**config.mk**
```make
export PLATFORM = sky130hd
export DESIGN_NAME = conveyor_fault_monitor_core
export DESIGN_NICKNAME = d
export VERILOG_FILES = /design/src/sv/cfm_pkg.sv /design/src/sv/cfm_regs.sv /design/src/sv/cfm_eval.sv /design/src/sv/conveyor_fault_monitor_core.sv
export SDC_FILE = /design/constraint.sdc
export NUM_CORES = 1
export LEC_CHECK = 0
export ABC_CLOCK_PERIOD_IN_PS = 9000
export BUFFER_PORTS_ARGS = -buffer_cell sky130_fd_sc_hd__buf_2
export CORE_MARGIN = 4
export CORE_UTILIZATION = 27
export CTS_BUF_LIST = sky130_fd_sc_hd__clkbuf_8 sky130_fd_sc_hd__clkbuf_16
export CTS_CLUSTER_SIZE = 10
export DETAILED_ROUTE_END_ITERATION = 10
export PLACE_DENSITY_LB_ADDON = 0.3
export SLEW_MARGIN = 10
export SYNTH_ARGS = -nofsm -noshare
export SYNTH_HDL_FRONTEND = slang
export SYNTH_HIERARCHICAL = 1
export SYNTH_SLANG_ARGS = --single-unit
```
**constraint.sdc**
```tcl
create_clock -name clk -period 9 [get_ports clk]
set_input_delay 2.25 -clock clk [delete_from_list [all_inputs] [get_ports clk]]
set_output_delay 2.25 -clock clk [all_outputs]
set_load 0.005 [all_outputs]
```
**src/sv/cfm_pkg.sv**
```systemverilog
`timescale 1ns / 1ps
// ----------------------------------------------------------------------------
// Conveyor fault monitor package
// Shared types, register map and widths of the conveyor fault monitor.
// ----------------------------------------------------------------------------
package cfm_pkg;

  localparam int ADDR_W    = 5;
  localparam int REG_IDX_W = 3;

  localparam logic [REG_IDX_W-1:0] REG_STALL_CURRENT = 3'd0;
  localparam logic [REG_IDX_W-1:0] REG_STALL_WINDOW  = 3'd1;
  localparam logic [REG_IDX_W-1:0] REG_STALL_GAIN    = 3'd2;
  localparam logic [REG_IDX_W-1:0] REG_EMPTY_CURRENT = 3'd3;
  localparam logic [REG_IDX_W-1:0] REG_EMPTY_HOLD    = 3'd4;
  localparam logic [REG_IDX_W-1:0] REG_OBST_CURRENT  = 3'd5;

  localparam logic [15:0]        STALL_WINDOW_RESET = 16'd2000;
  localparam logic signed [23:0] STALL_GAIN_RESET   = 24'sd100;
  localparam logic [15:0]        EMPTY_HOLD_RESET   = 16'd1000;

  typedef struct packed {
    logic [15:0]        stall_current_ma;
    logic [15:0]        stall_window_ms;
    logic signed [23:0] stall_mass_gain_g;
    logic [15:0]        empty_cut_current_ma;
    logic [15:0]        empty_cut_hold_ms;
    logic [15:0]        obstruct_current_ma;
  } cfg_t;

  typedef struct packed {
    logic [31:0]        now_ms;
    logic               belt_active;
    logic               lowering;
    logic               stop_event;
    logic [15:0]        belt_current_ma;
    logic [15:0]        lift_current_ma;
    logic signed [23:0] mass_g;
  } sample_t;

  typedef struct packed {
    logic               stall_latch;
    logic               stall_timing;
    logic [31:0]        stall_start_time;
    logic signed [23:0] stall_start_mass;
    logic               empty_timing;
    logic [31:0]        empty_start_time;
  } state_t;

  typedef struct packed {
    logic stalled;
    logic empty_cut;
    logic obstructed;
  } flags_t;

endpackage

```
**src/sv/cfm_regs.sv**
```systemverilog
`timescale 1ns / 1ps
// ----------------------------------------------------------------------------
// Conveyor fault monitor registers
// APB-style register file holding the six detector thresholds and times.
// ----------------------------------------------------------------------------
module cfm_regs (
  input  logic                      clk,
  input  logic                      rst,
  input  logic                      psel,
  input  logic                      penable,
  input  logic                      pwrite,
  input  logic [cfm_pkg::ADDR_W-1:0] paddr,
  input  logic [31:0]               pwdata,
  output logic [31:0]               prdata,
  output logic                      pready,
  output cfm_pkg::cfg_t             cfg
);
  import cfm_pkg::*;

  logic [REG_IDX_W-1:0] idx;
  logic                 wr_en;

  assign idx    = paddr[ADDR_W-1:2];
  assign wr_en  = psel && penable && pwrite;
  assign pready = 1'b1;

  always_ff @(posedge clk) begin
    if (rst) begin
      cfg.stall_current_ma     <= '0;
      cfg.stall_window_ms      <= STALL_WINDOW_RESET;
      cfg.stall_mass_gain_g    <= STALL_GAIN_RESET;
      cfg.empty_cut_current_ma <= '0;
      cfg.empty_cut_hold_ms    <= EMPTY_HOLD_RESET;
      cfg.obstruct_current_ma  <= '0;
    end else if (wr_en) begin
      unique case (idx)
        REG_STALL_CURRENT: cfg.stall_current_ma     <= pwdata[15:0];
        REG_STALL_WINDOW:  cfg.stall_window_ms      <= pwdata[15:0];
        REG_STALL_GAIN:    cfg.stall_mass_gain_g    <= $signed(pwdata[23:0]);
        REG_EMPTY_CURRENT: cfg.empty_cut_current_ma <= pwdata[15:0];
        REG_EMPTY_HOLD:    cfg.empty_cut_hold_ms    <= pwdata[15:0];
        REG_OBST_CURRENT:  cfg.obstruct_current_ma  <= pwdata[15:0];
        default: ;
      endcase
    end
  end

  always_comb begin
    unique case (idx)
      REG_STALL_CURRENT: prdata = {16'd0, cfg.stall_current_ma};
      REG_STALL_WINDOW:  prdata = {16'd0, cfg.stall_window_ms};
      REG_STALL_GAIN:    prdata = {{8{cfg.stall_mass_gain_g[23]}}, cfg.stall_mass_gain_g};
      REG_EMPTY_CURRENT: prdata = {16'd0, cfg.empty_cut_current_ma};
      REG_EMPTY_HOLD:    prdata = {16'd0, cfg.empty_cut_hold_ms};
      REG_OBST_CURRENT:  prdata = {16'd0, cfg.obstruct_current_ma};
      default:           prdata = '0;
    endcase
  end

endmodule

```
**src/sv/cfm_eval.sv**
```systemverilog
`timescale 1ns / 1ps
// ----------------------------------------------------------------------------
// Conveyor fault monitor evaluation
// Combinational step: next detector state and the three flags for one sample.
// ----------------------------------------------------------------------------
module cfm_eval (
  input  cfm_pkg::cfg_t    cfg,
  input  cfm_pkg::sample_t smp,
  input  cfm_pkg::state_t  st,
  output cfm_pkg::state_t  st_next,
  output cfm_pkg::flags_t  flags
);
  import cfm_pkg::*;

  logic               latch_cur;
  logic [31:0]        stall_elapsed;
  logic [31:0]        empty_elapsed;
  logic [31:0]        empty_base;
  logic signed [24:0] gain;
  logic               gain_low;

  assign latch_cur     = st.stall_latch && !smp.stop_event && smp.belt_active;
  assign stall_elapsed = smp.now_ms - st.stall_start_time;
  assign gain          = {smp.mass_g[23], smp.mass_g} -
                         {st.stall_start_mass[23], st.stall_start_mass};
  assign gain_low      = gain < $signed({cfg.stall_mass_gain_g[23], cfg.stall_mass_gain_g});
  assign empty_base    = st.empty_timing ? st.empty_start_time : smp.now_ms;
  assign empty_elapsed = smp.now_ms - empty_base;

  always_comb begin
    st_next             = st;
    st_next.stall_latch = latch_cur;
    flags               = '0;

    if (cfg.stall_current_ma != 16'd0) begin
      priority if (!smp.belt_active) begin
        st_next.stall_timing = 1'b0;
      end else if (latch_cur) begin
        flags.stalled = 1'b1;
      end else if (smp.belt_current_ma < cfg.stall_current_ma) begin
        st_next.stall_timing = 1'b0;
      end else if (!st.stall_timing) begin
        st_next.stall_timing     = 1'b1;
        st_next.stall_start_time = smp.now_ms;
        st_next.stall_start_mass = smp.mass_g;
      end else begin
        if (stall_elapsed >= {16'd0, cfg.stall_window_ms}) begin
          if (gain_low) begin
            st_next.stall_latch = 1'b1;
            flags.stalled       = 1'b1;
          end else begin
            st_next.stall_start_time = smp.now_ms;
            st_next.stall_start_mass = smp.mass_g;
          end
        end
      end
    end

    if (cfg.empty_cut_current_ma != 16'd0) begin
      priority if (!smp.belt_active) begin
        st_next.empty_timing = 1'b0;
      end else if (smp.belt_current_ma < cfg.empty_cut_current_ma) begin
        st_next.empty_timing     = 1'b1;
        st_next.empty_start_time = empty_base;
        flags.empty_cut          = empty_elapsed >= {16'd0, cfg.empty_cut_hold_ms};
      end else begin
        st_next.empty_timing = 1'b0;
      end
    end

    flags.obstructed = (cfg.obstruct_current_ma != 16'd0) && smp.lowering &&
                       (smp.lift_current_ma > cfg.obstruct_current_ma);
  end

endmodule

```
**src/sv/conveyor_fault_monitor_core.sv**
```systemverilog
`timescale 1ns / 1ps
// Throughput: one beat per cycle while the result register is empty or being taken;
// input register, one evaluation pass, result register.
// The input side stalls only when the result register is full and not being taken.
// Reset (rst, synchronous, active high) empties both registers, clears all detector
// state and loads the register defaults; no clearing pass is needed.
// ----------------------------------------------------------------------------
// Conveyor fault monitor core
// Checks belt stall, empty cut and lift obstruction for each sensor sample.
// ----------------------------------------------------------------------------
module conveyor_fault_monitor_core (
  input  logic                       clk,
  input  logic                       rst,
  input  logic                       psel,
  input  logic                       penable,
  input  logic                       pwrite,
  input  logic [cfm_pkg::ADDR_W-1:0] paddr,
  input  logic [31:0]                pwdata,
  output logic [31:0]                prdata,
  output logic                       pready,
  input  logic                       in_valid,
  output logic                       in_ready,
  input  logic [31:0]                now_ms,
  input  logic                       belt_active,
  input  logic                       lowering,
  input  logic                       stop_event,
  input  logic [15:0]                belt_current_ma,
  input  logic [15:0]                lift_current_ma,
  input  logic signed [23:0]         mass_g,
  output logic                       out_valid,
  input  logic                       out_ready,
  output logic                       stalled,
  output logic                       empty_cut,
  output logic                       obstructed
);
  import cfm_pkg::*;

  cfg_t    cfg;
  sample_t smp;
  logic    smp_valid;
  logic    advance;
  state_t  st;
  state_t  st_next;
  flags_t  flags_next;
  flags_t  flags;

  cfm_regs u_regs (
    .clk     (clk),
    .rst     (rst),
    .psel    (psel),
    .penable (penable),
    .pwrite  (pwrite),
    .paddr   (paddr),
    .pwdata  (pwdata),
    .prdata  (prdata),
    .pready  (pready),
    .cfg     (cfg)
  );

  assign advance  = smp_valid && (!out_valid || out_ready);
  assign in_ready = !smp_valid || advance;

  always_ff @(posedge clk) begin
    if (rst) begin
      smp_valid <= 1'b0;
    end else if (in_ready) begin
      smp_valid <= in_valid;
    end
  end

  always_ff @(posedge clk) begin
    if (in_valid && in_ready) begin
      smp.now_ms          <= now_ms;
      smp.belt_active     <= belt_active;
      smp.lowering        <= lowering;
      smp.stop_event      <= stop_event;
      smp.belt_current_ma <= belt_current_ma;
      smp.lift_current_ma <= lift_current_ma;
      smp.mass_g          <= mass_g;
    end
  end

  cfm_eval u_eval (
    .cfg     (cfg),
    .smp     (smp),
    .st      (st),
    .st_next (st_next),
    .flags   (flags_next)
  );

  always_ff @(posedge clk) begin
    if (rst) begin
      st <= '0;
    end else if (advance) begin
      st <= st_next;
    end
  end

  always_ff @(posedge clk) begin
    if (rst) begin
      out_valid <= 1'b0;
    end else if (advance) begin
      out_valid <= 1'b1;
    end else if (out_ready) begin
      out_valid <= 1'b0;
    end
  end

  always_ff @(posedge clk) begin
    if (advance) begin
      flags <= flags_next;
    end
  end

  assign stalled    = flags.stalled;
  assign empty_cut  = flags.empty_cut;
  assign obstructed = flags.obstructed;

endmodule

```
=== Word level (Yosys, flattened, before mapping) ===
Cells that the tools add are included.

* Output and inout port bits: 38
* Register bits: 291
* Word-level logic and storage cells: 94
* Input port bits: 135

* Bitwise gates (word level): 2
* Mux-type cells: 21
* Magnitude comparators: 6
* Add/subtract/negate cells: 3
* Reductions and logical operators: 30
* Equality and inequality tests: 8

{| class="wikitable"
|+ Operators by type and width
! operator !! number
|-
| $mux W56 || 5
|-
| $pmux W32 S6 || 1
|-
| $mux W58 || 2
|-
| $ge A32 B16 Y1 || 2
|-
| $sub A32 B32 Y32 || 2
|-
| $reduce_bool A16 Y1 || 3
|-
| $lt A16 B16 Y1 || 2
|-
| $mux W32 || 1
|-
| $lt A25 B24 Y1 || 1
|-
| $sub A24 B24 Y25 || 1
|-
| $gt A16 B16 Y1 || 1
|-
| $reduce_and A2 Y1 || 8
|-
| $mux W1 || 12
|-
| $logic_and A1 B1 Y1 || 8
|-
| $reduce_and A7 Y1 || 1
|-
| $eq A3 B2 Y1 const B || 2
|-
| $eq A3 B3 Y1 const B || 2
|-
| $reduce_and A3 Y1 || 2
|-
| $ne A2 B2 Y1 const B || 2
|-
| $reduce_and A4 Y1 || 1
|-
| $eq A3 B1 Y1 const B || 1
|-
| $logic_not A1 Y1 || 3
|-
| $logic_not A3 Y1 || 1
|-
| $logic_or A1 B1 Y1 || 2
|-
| other kinds (3) || 4
|}

=== Logic depth before layout (Yosys ltp) ===
Gate-level depths: netlist of the first run.

* Depth after elaboration: 9
* Depth in mapped cells: 28
* Gate-level depth less buffers: 26

=== Cells and area by module ===
Netlist of the first run, hierarchy kept.

{| class="wikitable"
|+ By module, submodules not included
! module !! area an instance (um^2) !! instances !! cells an instance
|-
| cfm_eval || 9107.5 || 1 || 1265
|-
| conveyor_fault_monitor_core || 7006.7 || 1 || 498
|-
| cfm_regs || 5057.4 || 1 || 534
|}

=== Worst setup path before layout of the first run ===
OpenSTA, ideal clock, no wires.

* Kind: in2reg
* Start: input out_ready
* End: register smp[0] (netlist name)
* Setup slack: 1.710 ns
* Library setup time: 0.570 ns
* Buffers on the path: 0
* Required time: 8.430 ns
* Stages on the path: 2
* Arrival: 6.720 ns
* Cells stage by stage: nor2b_4 > a21oi_1

* Cells in the longest elaborated chain, start to end: 4

{| class="wikitable"
|+ RTL lines
! element !! line !! text
|-
| start, declared || conveyor_fault_monitor_core.sv:31 || <nowiki>input logic out_ready,</nowiki>
|-
| $logic_or A1 B1 Y1 || conveyor_fault_monitor_core.sv:60 || <nowiki>assign advance = smp_valid && (!out_valid || out_ready);</nowiki>
|-
| $logic_and A1 B1 Y1 || conveyor_fault_monitor_core.sv:60 ||
|-
| $logic_or A1 B1 Y1 || conveyor_fault_monitor_core.sv:61 || <nowiki>assign in_ready = !smp_valid || advance;</nowiki>
|-
| $logic_and A1 B1 Y1 || conveyor_fault_monitor_core.sv:72 || <nowiki>if (in_valid && in_ready) begin</nowiki>
|}

No other way between the ends.
A chain may end at the register's enable or synchronous reset.

=== Worst setup path in the final report of the first run ===
* Start: input paddr[3] (netlist bit)
* End: output prdata[23]

* Cells in the longest elaborated chain, start to end: 2
* Elaborated cells on any way between the ends: 7
* Classes of those cells: eq/ne: 5; mux: 1; reduce/logical: 1

{| class="wikitable"
|+ RTL lines
! element !! line !! text
|-
| start, declared || conveyor_fault_monitor_core.sv:17 || <nowiki>input logic [cfm_pkg::ADDR_W-1:0] paddr,</nowiki>
|-
| $eq A3 B3 Y1 (tied with other cells) || cfm_regs.sv:49 || <nowiki>unique case (idx)</nowiki>
|-
| $pmux W32 S6 (*) || cfm_regs.sv:49 ||
|-
| end, declared || conveyor_fault_monitor_core.sv:19 || <nowiki>output logic [31:0] prdata,</nowiki>
|}

Every way passes the cells marked *; elsewhere a longest branch is shown, timed or not.

==> out/results.txt, run 1 <==
CP cell instances = buf_2 -> nand2b_1 -> nor2_1 -> buf_4 -> and2_1 -> buf_2
Largest net degree at the start of global routing = 124
Topmost layer with routed signal wires = met4
Prevailing post-synth register cell = dfxtp_1
Critical Path Max Stage Delay = 0.53 ns
DIE WIDTH = 288 um
Min-delay worst type = flip-flop to flip-flop
FILL cells = 8,258
DP HPWL = 45,600 um
DRT iter0 DRCs = 944
Layout Utilization = 30.8%
Finished Layout Cells = 3,460
DR WL/cell = 17.6 um
Share of layout cells above drive strength 1 = 14.3%
CTS Hold Bufs = 0
Routed Antenna Nets = 0
Peak supply drop = 124 uV
DR WL met2 = 28,000 um
Clk pin slew, worst setup/hold paths = 0.05 ns
Via count = 16,575
Hold Fails Final Rpt = 0
Slew of the pin with the lowest slew margin = 1.14 ns
CP dominant cell by count = buf_2
Mapped Area = 21,200 sq um
Leak = 9.28 nW
Total global-route track usage = 14.3%
Worst skew pair latency = 0.57 ns
CTS Buf Count = 39
Maximum fanout along the worst path = 30
DR vias/cell = 4.79
Hold WS = 0.475 ns
First-pass GRT wire length = 93,700 um
Final instance area = 23,900 sq um
Vert. Die Dim = 288 um
Num ports = 173
WS Path Type = input port to output pin
Core area = 77,600 sq um
Critical Path Start Type = input port
Final setup TNS = 0 ns
Post-synth EDFFs = 94
CTS tree = built
Buffers added on ports = 161
Postcts setup bufs = 0
Max Clock Freq = 0.158 GHz
Layout net count = 2,718
Rows = 102
Post-Syn Nets = 2,623
Final WL = 60,700 um
Placed insts = 3,391
Status = finished, final reports clean
Final clock skew = 0.0310 ns
Placed Area = 22,700 sq um
TritonCTS Sinks = 291
Sequential area share after synthesis = 32.0%
MaxCap Viol Count = 0
Final Max Slew Viols = 0
Slew margin rel. = 23.5%
Metal-1 WL = 28,200 um
Unique masters post-synth = 93
Synthesized area per cell = 9.22 sq um
Final setup vio count = 0
Top cell family by delay on the critical path = buffers and inverters
Initial antenna violation count = 3
DR DRC count = 0
Post-CTS resize count = 0
P per Cell Area = 148 nW/um^2
Vias in the first global route = 15,974
Synth warnings = 6
Slowest library cell on the worst path = buf_2
Synthesized flop and latch total = 291
Required time of the worst setup path = 6.75 ns
Final period utilization = 70.4%
Tmin final = 6.34 ns
GP Congestion = 0.870
P&R area growth vs syn = 12.8%
CTS H-tree depth = 2
Met3 wire len = 2390 um
Critical path endpoint category = output pin
Unrepaired setup endpoints after global routing = false
DR pass1 iterations = 5
Initial core utilization = 27.3%
Worst path arrival time = 4.09 ns
Worst Path Buf+Inv = 3
Root Driver = clkbuf_16
DIE AREA = 83,000 sq um
Syn Inst Count = 2,297
FFs w/ async S/R, synth = 0%
CTS Buffer Depth = 3
Remaining Overflow, GRT = 0
cell usage in the layout (no fill, tap or decap), types with 6 or more instances in the layout:
cell type and instances:
mux2_4 40, o211ai_1 8, clkbuf_16 40, a211o_1 10, xnor2_1 31, a2111oi_0 7, or2_2 6, a32oi_1 7
edfxtp_1 94, xor2_1 22, a21oi_1 155, o21bai_1 9, a31oi_1 9, nand3_1 60, nor2b_1 21, nand4_1 26
and2_1 12, o21ai_0 103, nand2_1 81, mux2_2 43, a21o_1 45, o31a_1 6, nor2_1 129, ha_1 188
nor3_1 15, clkbuf_8 6, a221o_1 11, nand2b_1 270, dfxtp_1 196, buf_2 160, nor4_1 22, buf_4 13
a22oi_1 7, inv_1 196, mux2i_1 199, a211oi_1 18, o21a_1 27
worst min-delay path, delay by kind of cell, from the launching register on:
family        cells  cell delay [ns]
flops             1             0.31
mux               1             0.05
simple gates      1             0.06
state kept, by name, summed over array words and instances, names as in the netlist:
name and count:
out_valid 1, st 91, smp_valid 1, stalled 1, obstructed 1, u_regs/cfg 104
empty_cut 1, smp 91
per-stage QoR:
stage | power (mW) | setup slack (ns)
2_1_floorplan | 1.89 | 1.71
3_3_place_gp | 2.06 | 2.66
3_5_place_dp | 2.06 | 2.66
4_1_cts | 3.59 | 2.65
5_1_grt | 3.71 | 2.45
6_report | 3.53 | 2.66
cell families (layout without fill, tap and decap cells):
group,Yosys count,in the layout,share of synthesized area [%]
compound gates,491,491,15.2
xor+xnor,53,53,2.19
fa+ha+maj,191,191,11.4
buf+inv,306,427,6.86
flops,291,291,32.0
mux,287,287,14.9
other cells,1,3,0.0177
simple gates,677,677,17.5
cell type report:
cell class                      count  area [sq um]  area share [%]
Antenna cell                        2          5.00          0.0210
Multi-Input combinational cell   1700         13000            54.3
Timing Repair Buffer              174           910            3.81
Clock buffer                       46          1080            4.54
Sequential cell                   291          6770            28.3
Clock inverter                     21           141           0.592
Inverter                          186           698            2.92
Tap cell                         1040          1300            5.45
cells in the mapped netlist, types with 43 or more instances:
library cell / count / area (sq um)
ha_1: 188 / 2350
mux2i_1: 199 / 1990
mux2_2: 43 / 484
edfxtp_1: 94 / 2820
o21ai_0: 103 / 515
a21oi_1: 156 / 781
nor2_1: 129 / 484
dfxtp_1: 197 / 3940
clkbuf_1: 66 / 248
nand2b_1: 270 / 1690
nand3_1: 60 / 300
nand2_1: 81 / 304
inv_1: 186 / 698
a21o_1: 45 / 338
worst paths after layout:
kind                                from         end  slack (ns)  depth (start not counted)
worst min-delay path              st[90]      st[90]        0.48                          2
worst max-delay path            paddr[3]  prdata[23]        2.66                          6
worst min register to register    st[90]      st[90]        0.48                          2
worst max register to register   smp[59]      st[81]        2.96                         24
metal layers:
layer,track usage (%),up-vias
met1,19.1,7766
met4,5.02,0
met2,23.7,326
li1,-,8374
met3,1.88,109
met5,0,-
power breakdown:
| group | switching (mW) | internal (mW) |
|---|---|---|
| Sequential | 0.0327 | 1.39 |
| Combinational | 0.348 | 0.260 |
| Clock | 0.614 | 0.882 |
No activity file was read; power rests on OpenSTA's default activity.
==> run 2: changes to the inputs <==
--- a/config.mk
+++ b/config.mk
@@ -5,7 +5,7 @@
 export SDC_FILE = /design/constraint.sdc
 export NUM_CORES = 1
 export LEC_CHECK = 0
-export ABC_CLOCK_PERIOD_IN_PS = 9000
+export ABC_CLOCK_PERIOD_IN_PS = 5100
 export BUFFER_PORTS_ARGS = -buffer_cell sky130_fd_sc_hd__buf_2
 export CORE_MARGIN = 4
 export CORE_UTILIZATION = 27
==> constraint.sdc (replaced) <==
create_clock -name clk -period 5.1 [get_ports clk]
set_input_delay 1.275 -clock clk [delete_from_list [all_inputs] [get_ports clk]]
set_output_delay 1.275 -clock clk [all_outputs]
set_load 0.005 [all_outputs]
==> run 2 against run 1 <==
Net effect:
- the flow now finishes with violations (setup timing)
- critical path depth increased by 20
- via count increased by 3.1%
- hold slack improved by 0.00068 ns
- die area unchanged
- clock-buffer cell count increased by 1
- register-to-register slack got worse by 3.1 ns
- combinational power increased by 100%
- flip-flop and latch count unchanged
- total power increased by 85%
- clock skew increased by 0.011 ns
- cell area increased by 6.3%
- sequential share of layout area decreased by 1.7 points
- highest routed layer unchanged
==> out/results.txt, run 2 (synthesis gave the netlist of run 1 again) <==
Leak = 10.1 nW (was 9.28 nW)
R2R Setup Slk = -0.13 ns (was 2.96 ns)
DIE WIDTH = 288 um (unchanged)
PnR worst setup slack = -0.130 ns (was 2.66 ns)
Worst R2R Start = smp[59] (unchanged)
Total power = 6.52 mW (was 3.53 mW)
Initial core utilization = 27.3% (unchanged)
CTS tree = built (unchanged)
Status = complete, but fails checks (was finished, final reports clean)
Logic gate share of total power = 18.7% (was 17.2%)
Clk pin slew, worst setup/hold paths = 0.06 ns (was 0.05 ns)
WS Path Type = flip-flop to flip-flop (was input port to output pin)
Slew margin rel. = 25.8% (was 23.5%)
P per Cell Area = 257 nW/um^2 (was 148 nW/um^2)
DR WL/cell = 17.5 um (was 17.6 um)
Tmin final = 5.23 ns
DRT iter0 DRCs = 1,007 (was 944)
CTS Buffer Depth = 3 (unchanged)
DR vias/cell = 4.76 (was 4.79)
Vias in the first global route = 16,748 (was 15,974)
P&R area growth vs syn = 20.0% (was 12.8%)
Final clock skew = 0.0424 ns (was 0.0310 ns)
Sequential share of power = 38.6% (was 40.4%)
Initial antenna violation count = 4 (was 3)
Sw power = 1.86 mW (was 0.995 mW)
Final period utilization = 103%
Final Max Slew Viols = 0 (unchanged)
CTS H-tree depth = 2 (unchanged)
Slew of the pin with the lowest slew margin = 1.11 ns (was 1.14 ns)
DR pass1 iterations = 5 (unchanged)
Worst skew pair latency = 0.59 ns (was 0.57 ns)
Routed Antenna Nets = 0 (unchanged)
Critical path endpoint category = flip-flop (was output pin)
Unrepaired setup endpoints after global routing = true (was false)
Via count = 17,097 (was 16,575)
Largest Register = u_regs/cfg (unchanged)
Failing checks = setup timing
Final setup vio count = 54 (was 0)
Maximum fanout along the worst path = 6 (was 30)
Total global-route track usage = 14.8% (was 14.3%)
FF-to-FF path depth = 26 (was 24)
First-pass GRT wire length = 97,800 um (was 93,700 um)
Worst path arrival time = 5.66 ns (was 4.09 ns)
Remaining Overflow, GRT = 0 (unchanged)
Max FFs per register = 104 (unchanged)
Most common cell after layout, fill and taps aside = nand2b_1 (unchanged)
DP HPWL = 46,700 um (was 45,600 um)
Critical Path Start Type = flip-flop (was input port)
Rows = 102 (unchanged)
DIE AREA = 83,000 sq um (unchanged)
TritonCTS Sinks = 291 (unchanged)
Largest net degree at the start of global routing = 122 (was 124)
Int Pwr = 4.66 mW (was 2.53 mW)
Required time of the worst setup path = 5.53 ns (was 6.75 ns)
Core area = 77,600 sq um (unchanged)
Final instance area = 25,400 sq um (was 23,900 sq um)
Biggest regs = u_regs/cfg x104, smp x91, st x91 (unchanged)
CTS Hold Bufs = 0 (unchanged)
Layout net count = 2,850 (was 2,718)
FF-to-FF End = st[78] (was st[81])
GP Congestion = 0.862 (was 0.870)
Hold Fails Final Rpt = 0 (unchanged)
Most frequent cells in the layout = nand2b_1, inv_1, dfxtp_1 (was nand2b_1, mux2i_1, inv_1, dfxtp_1, ha_1)
DR DRC count = 0 (unchanged)
Vert. Die Dim = 288 um (unchanged)
Peak supply drop = 251 uV (was 124 uV)
Hold path depth = 2 (unchanged)
Final WL = 62,800 um (was 60,700 um)
Clock Power Share = 42.8% (was 42.4%)
Max Clock Freq = 0.191 GHz
MaxCap Viol Count = 0 (unchanged)
Placed Area = 23,600 sq um (was 22,700 sq um)
Root Driver = clkbuf_16 (unchanged)
Switching Fraction = 28.5% (was 28.2%)
Hold path endpoint = st[90] (unchanged)
Worst Min Path Start = st[90] (unchanged)
Num ports = 173 (unchanged)
Share of layout cells above drive strength 1 = 20.4% (was 14.3%)
CTS Buf Count = 39 (unchanged)
Min-delay worst type = flip-flop to flip-flop (unchanged)
Buffers added on ports = 161 (unchanged)
==> run 2: worst max-delay path, cell delays in order (launching register included) <==
cell       delay (ns)
edfxtp_1         0.41
inv_2            0.11
ha_4             0.14
inv_2            0.04
fa_2             0.36
a211o_1          0.30
a211oi_2         0.26
o21ai_2          0.09
buf_4            0.14
a21o_1           0.17
a21oi_2          0.16
xnor2_2          0.10
ha_1             0.31
and4_1           0.19
a221oi_2         0.27
a21oi_2          0.12
nor4_4           0.27
nand4_1          0.19
a2111oi_4        0.37
buf_4            0.19
a21oi_4          0.05
buf_12           0.14
buf_12           0.14
buf_8            0.13
mux2_4           0.29
nand2b_1         0.07
mux2i_1          0.06
==> run 2: layout make-up <==
| class | count | area [sq um] |
|---|---|---|
| fill | 8243 | 52200 |
| multi-input combinational | 1700 | 13200 |
| sequential | 291 | 6770 |
| timing repair buffer | 306 | 2080 |
| tap | 1040 | 1300 |
| clock buffer | 47 | 1110 |
| inverter | 186 | 698 |
| clock inverter | 24 | 183 |
| antenna | 1 | 2.50 |
==> run 2: repair_timing <==
item	in CTS	in global routing
buffers inserted	16	11
pin swaps	41	40
endpoints found under the setup margin	59	59
gates cloned	1	1
resized for setup	54	29
==> run 2: power by group through the flow <==
| stage | clock network, mW | registers, mW | logic, mW |
|---|---|---|---|
| after floorplan | 0 | 2.54 | 0.802 |
| after global placement | 0 | 2.56 | 1.16 |
| after detailed placement | 0 | 2.56 | 1.17 |
| after CTS | 2.89 | 2.51 | 1.20 |
| after global routing | 2.96 | 2.52 | 1.35 |
| final | 2.79 | 2.51 | 1.22 |
==> run 2: routing by layer <==
| layer | wire, um | vias to the layer above | global-route usage (%) |
|---|---|---|---|
| met3 | 2210 | 73 | 1.65 |
| li1 | - | 8646 | - |
| met2 | 29700 | 328 | 25.0 |
| met4 | 1750 | 0 | 4.76 |
| met5 | 0 | - | 0 |
| met1 | 29100 | 8050 | 19.8 |
==> run 2: worst max-delay path by stage <==
stage	slack, ns	endpoint	start
4_1_cts	-0.23	st[78]	smp[59]
3_3_place_gp	-0.42	st[78]	smp[59]
5_1_grt	-0.43	st[35]	smp[5]
6_report	-0.13	st[78]	smp[59]
3_5_place_dp	-0.49	st[76]	smp[59]
2_1_floorplan	0.009	empty_cut	st[32]
==> run 2: stage by stage <==
| step | instances | TNS [ns] | util, % | setup WS [ns] | hold WS (ns) |
|---|---|---|---|---|---|
| after global routing | 3595 | -21.25 | 32.7 | -0.433 | 0.506 |
| after detailed placement | 3501 | -23.93 | 30.4 | -0.493 | 0.470 |
| after global placement | 3501 | -20.47 | 30.4 | -0.416 | 0.466 |
| after floorplan | 2297 | 0 | - | 0.00891 | 0.447 |
| final | 3595 | -4.14 | 32.7 | -0.130 | 0.476 |
| after CTS | 3587 | -8.28 | 32.5 | -0.227 | 0.481 |
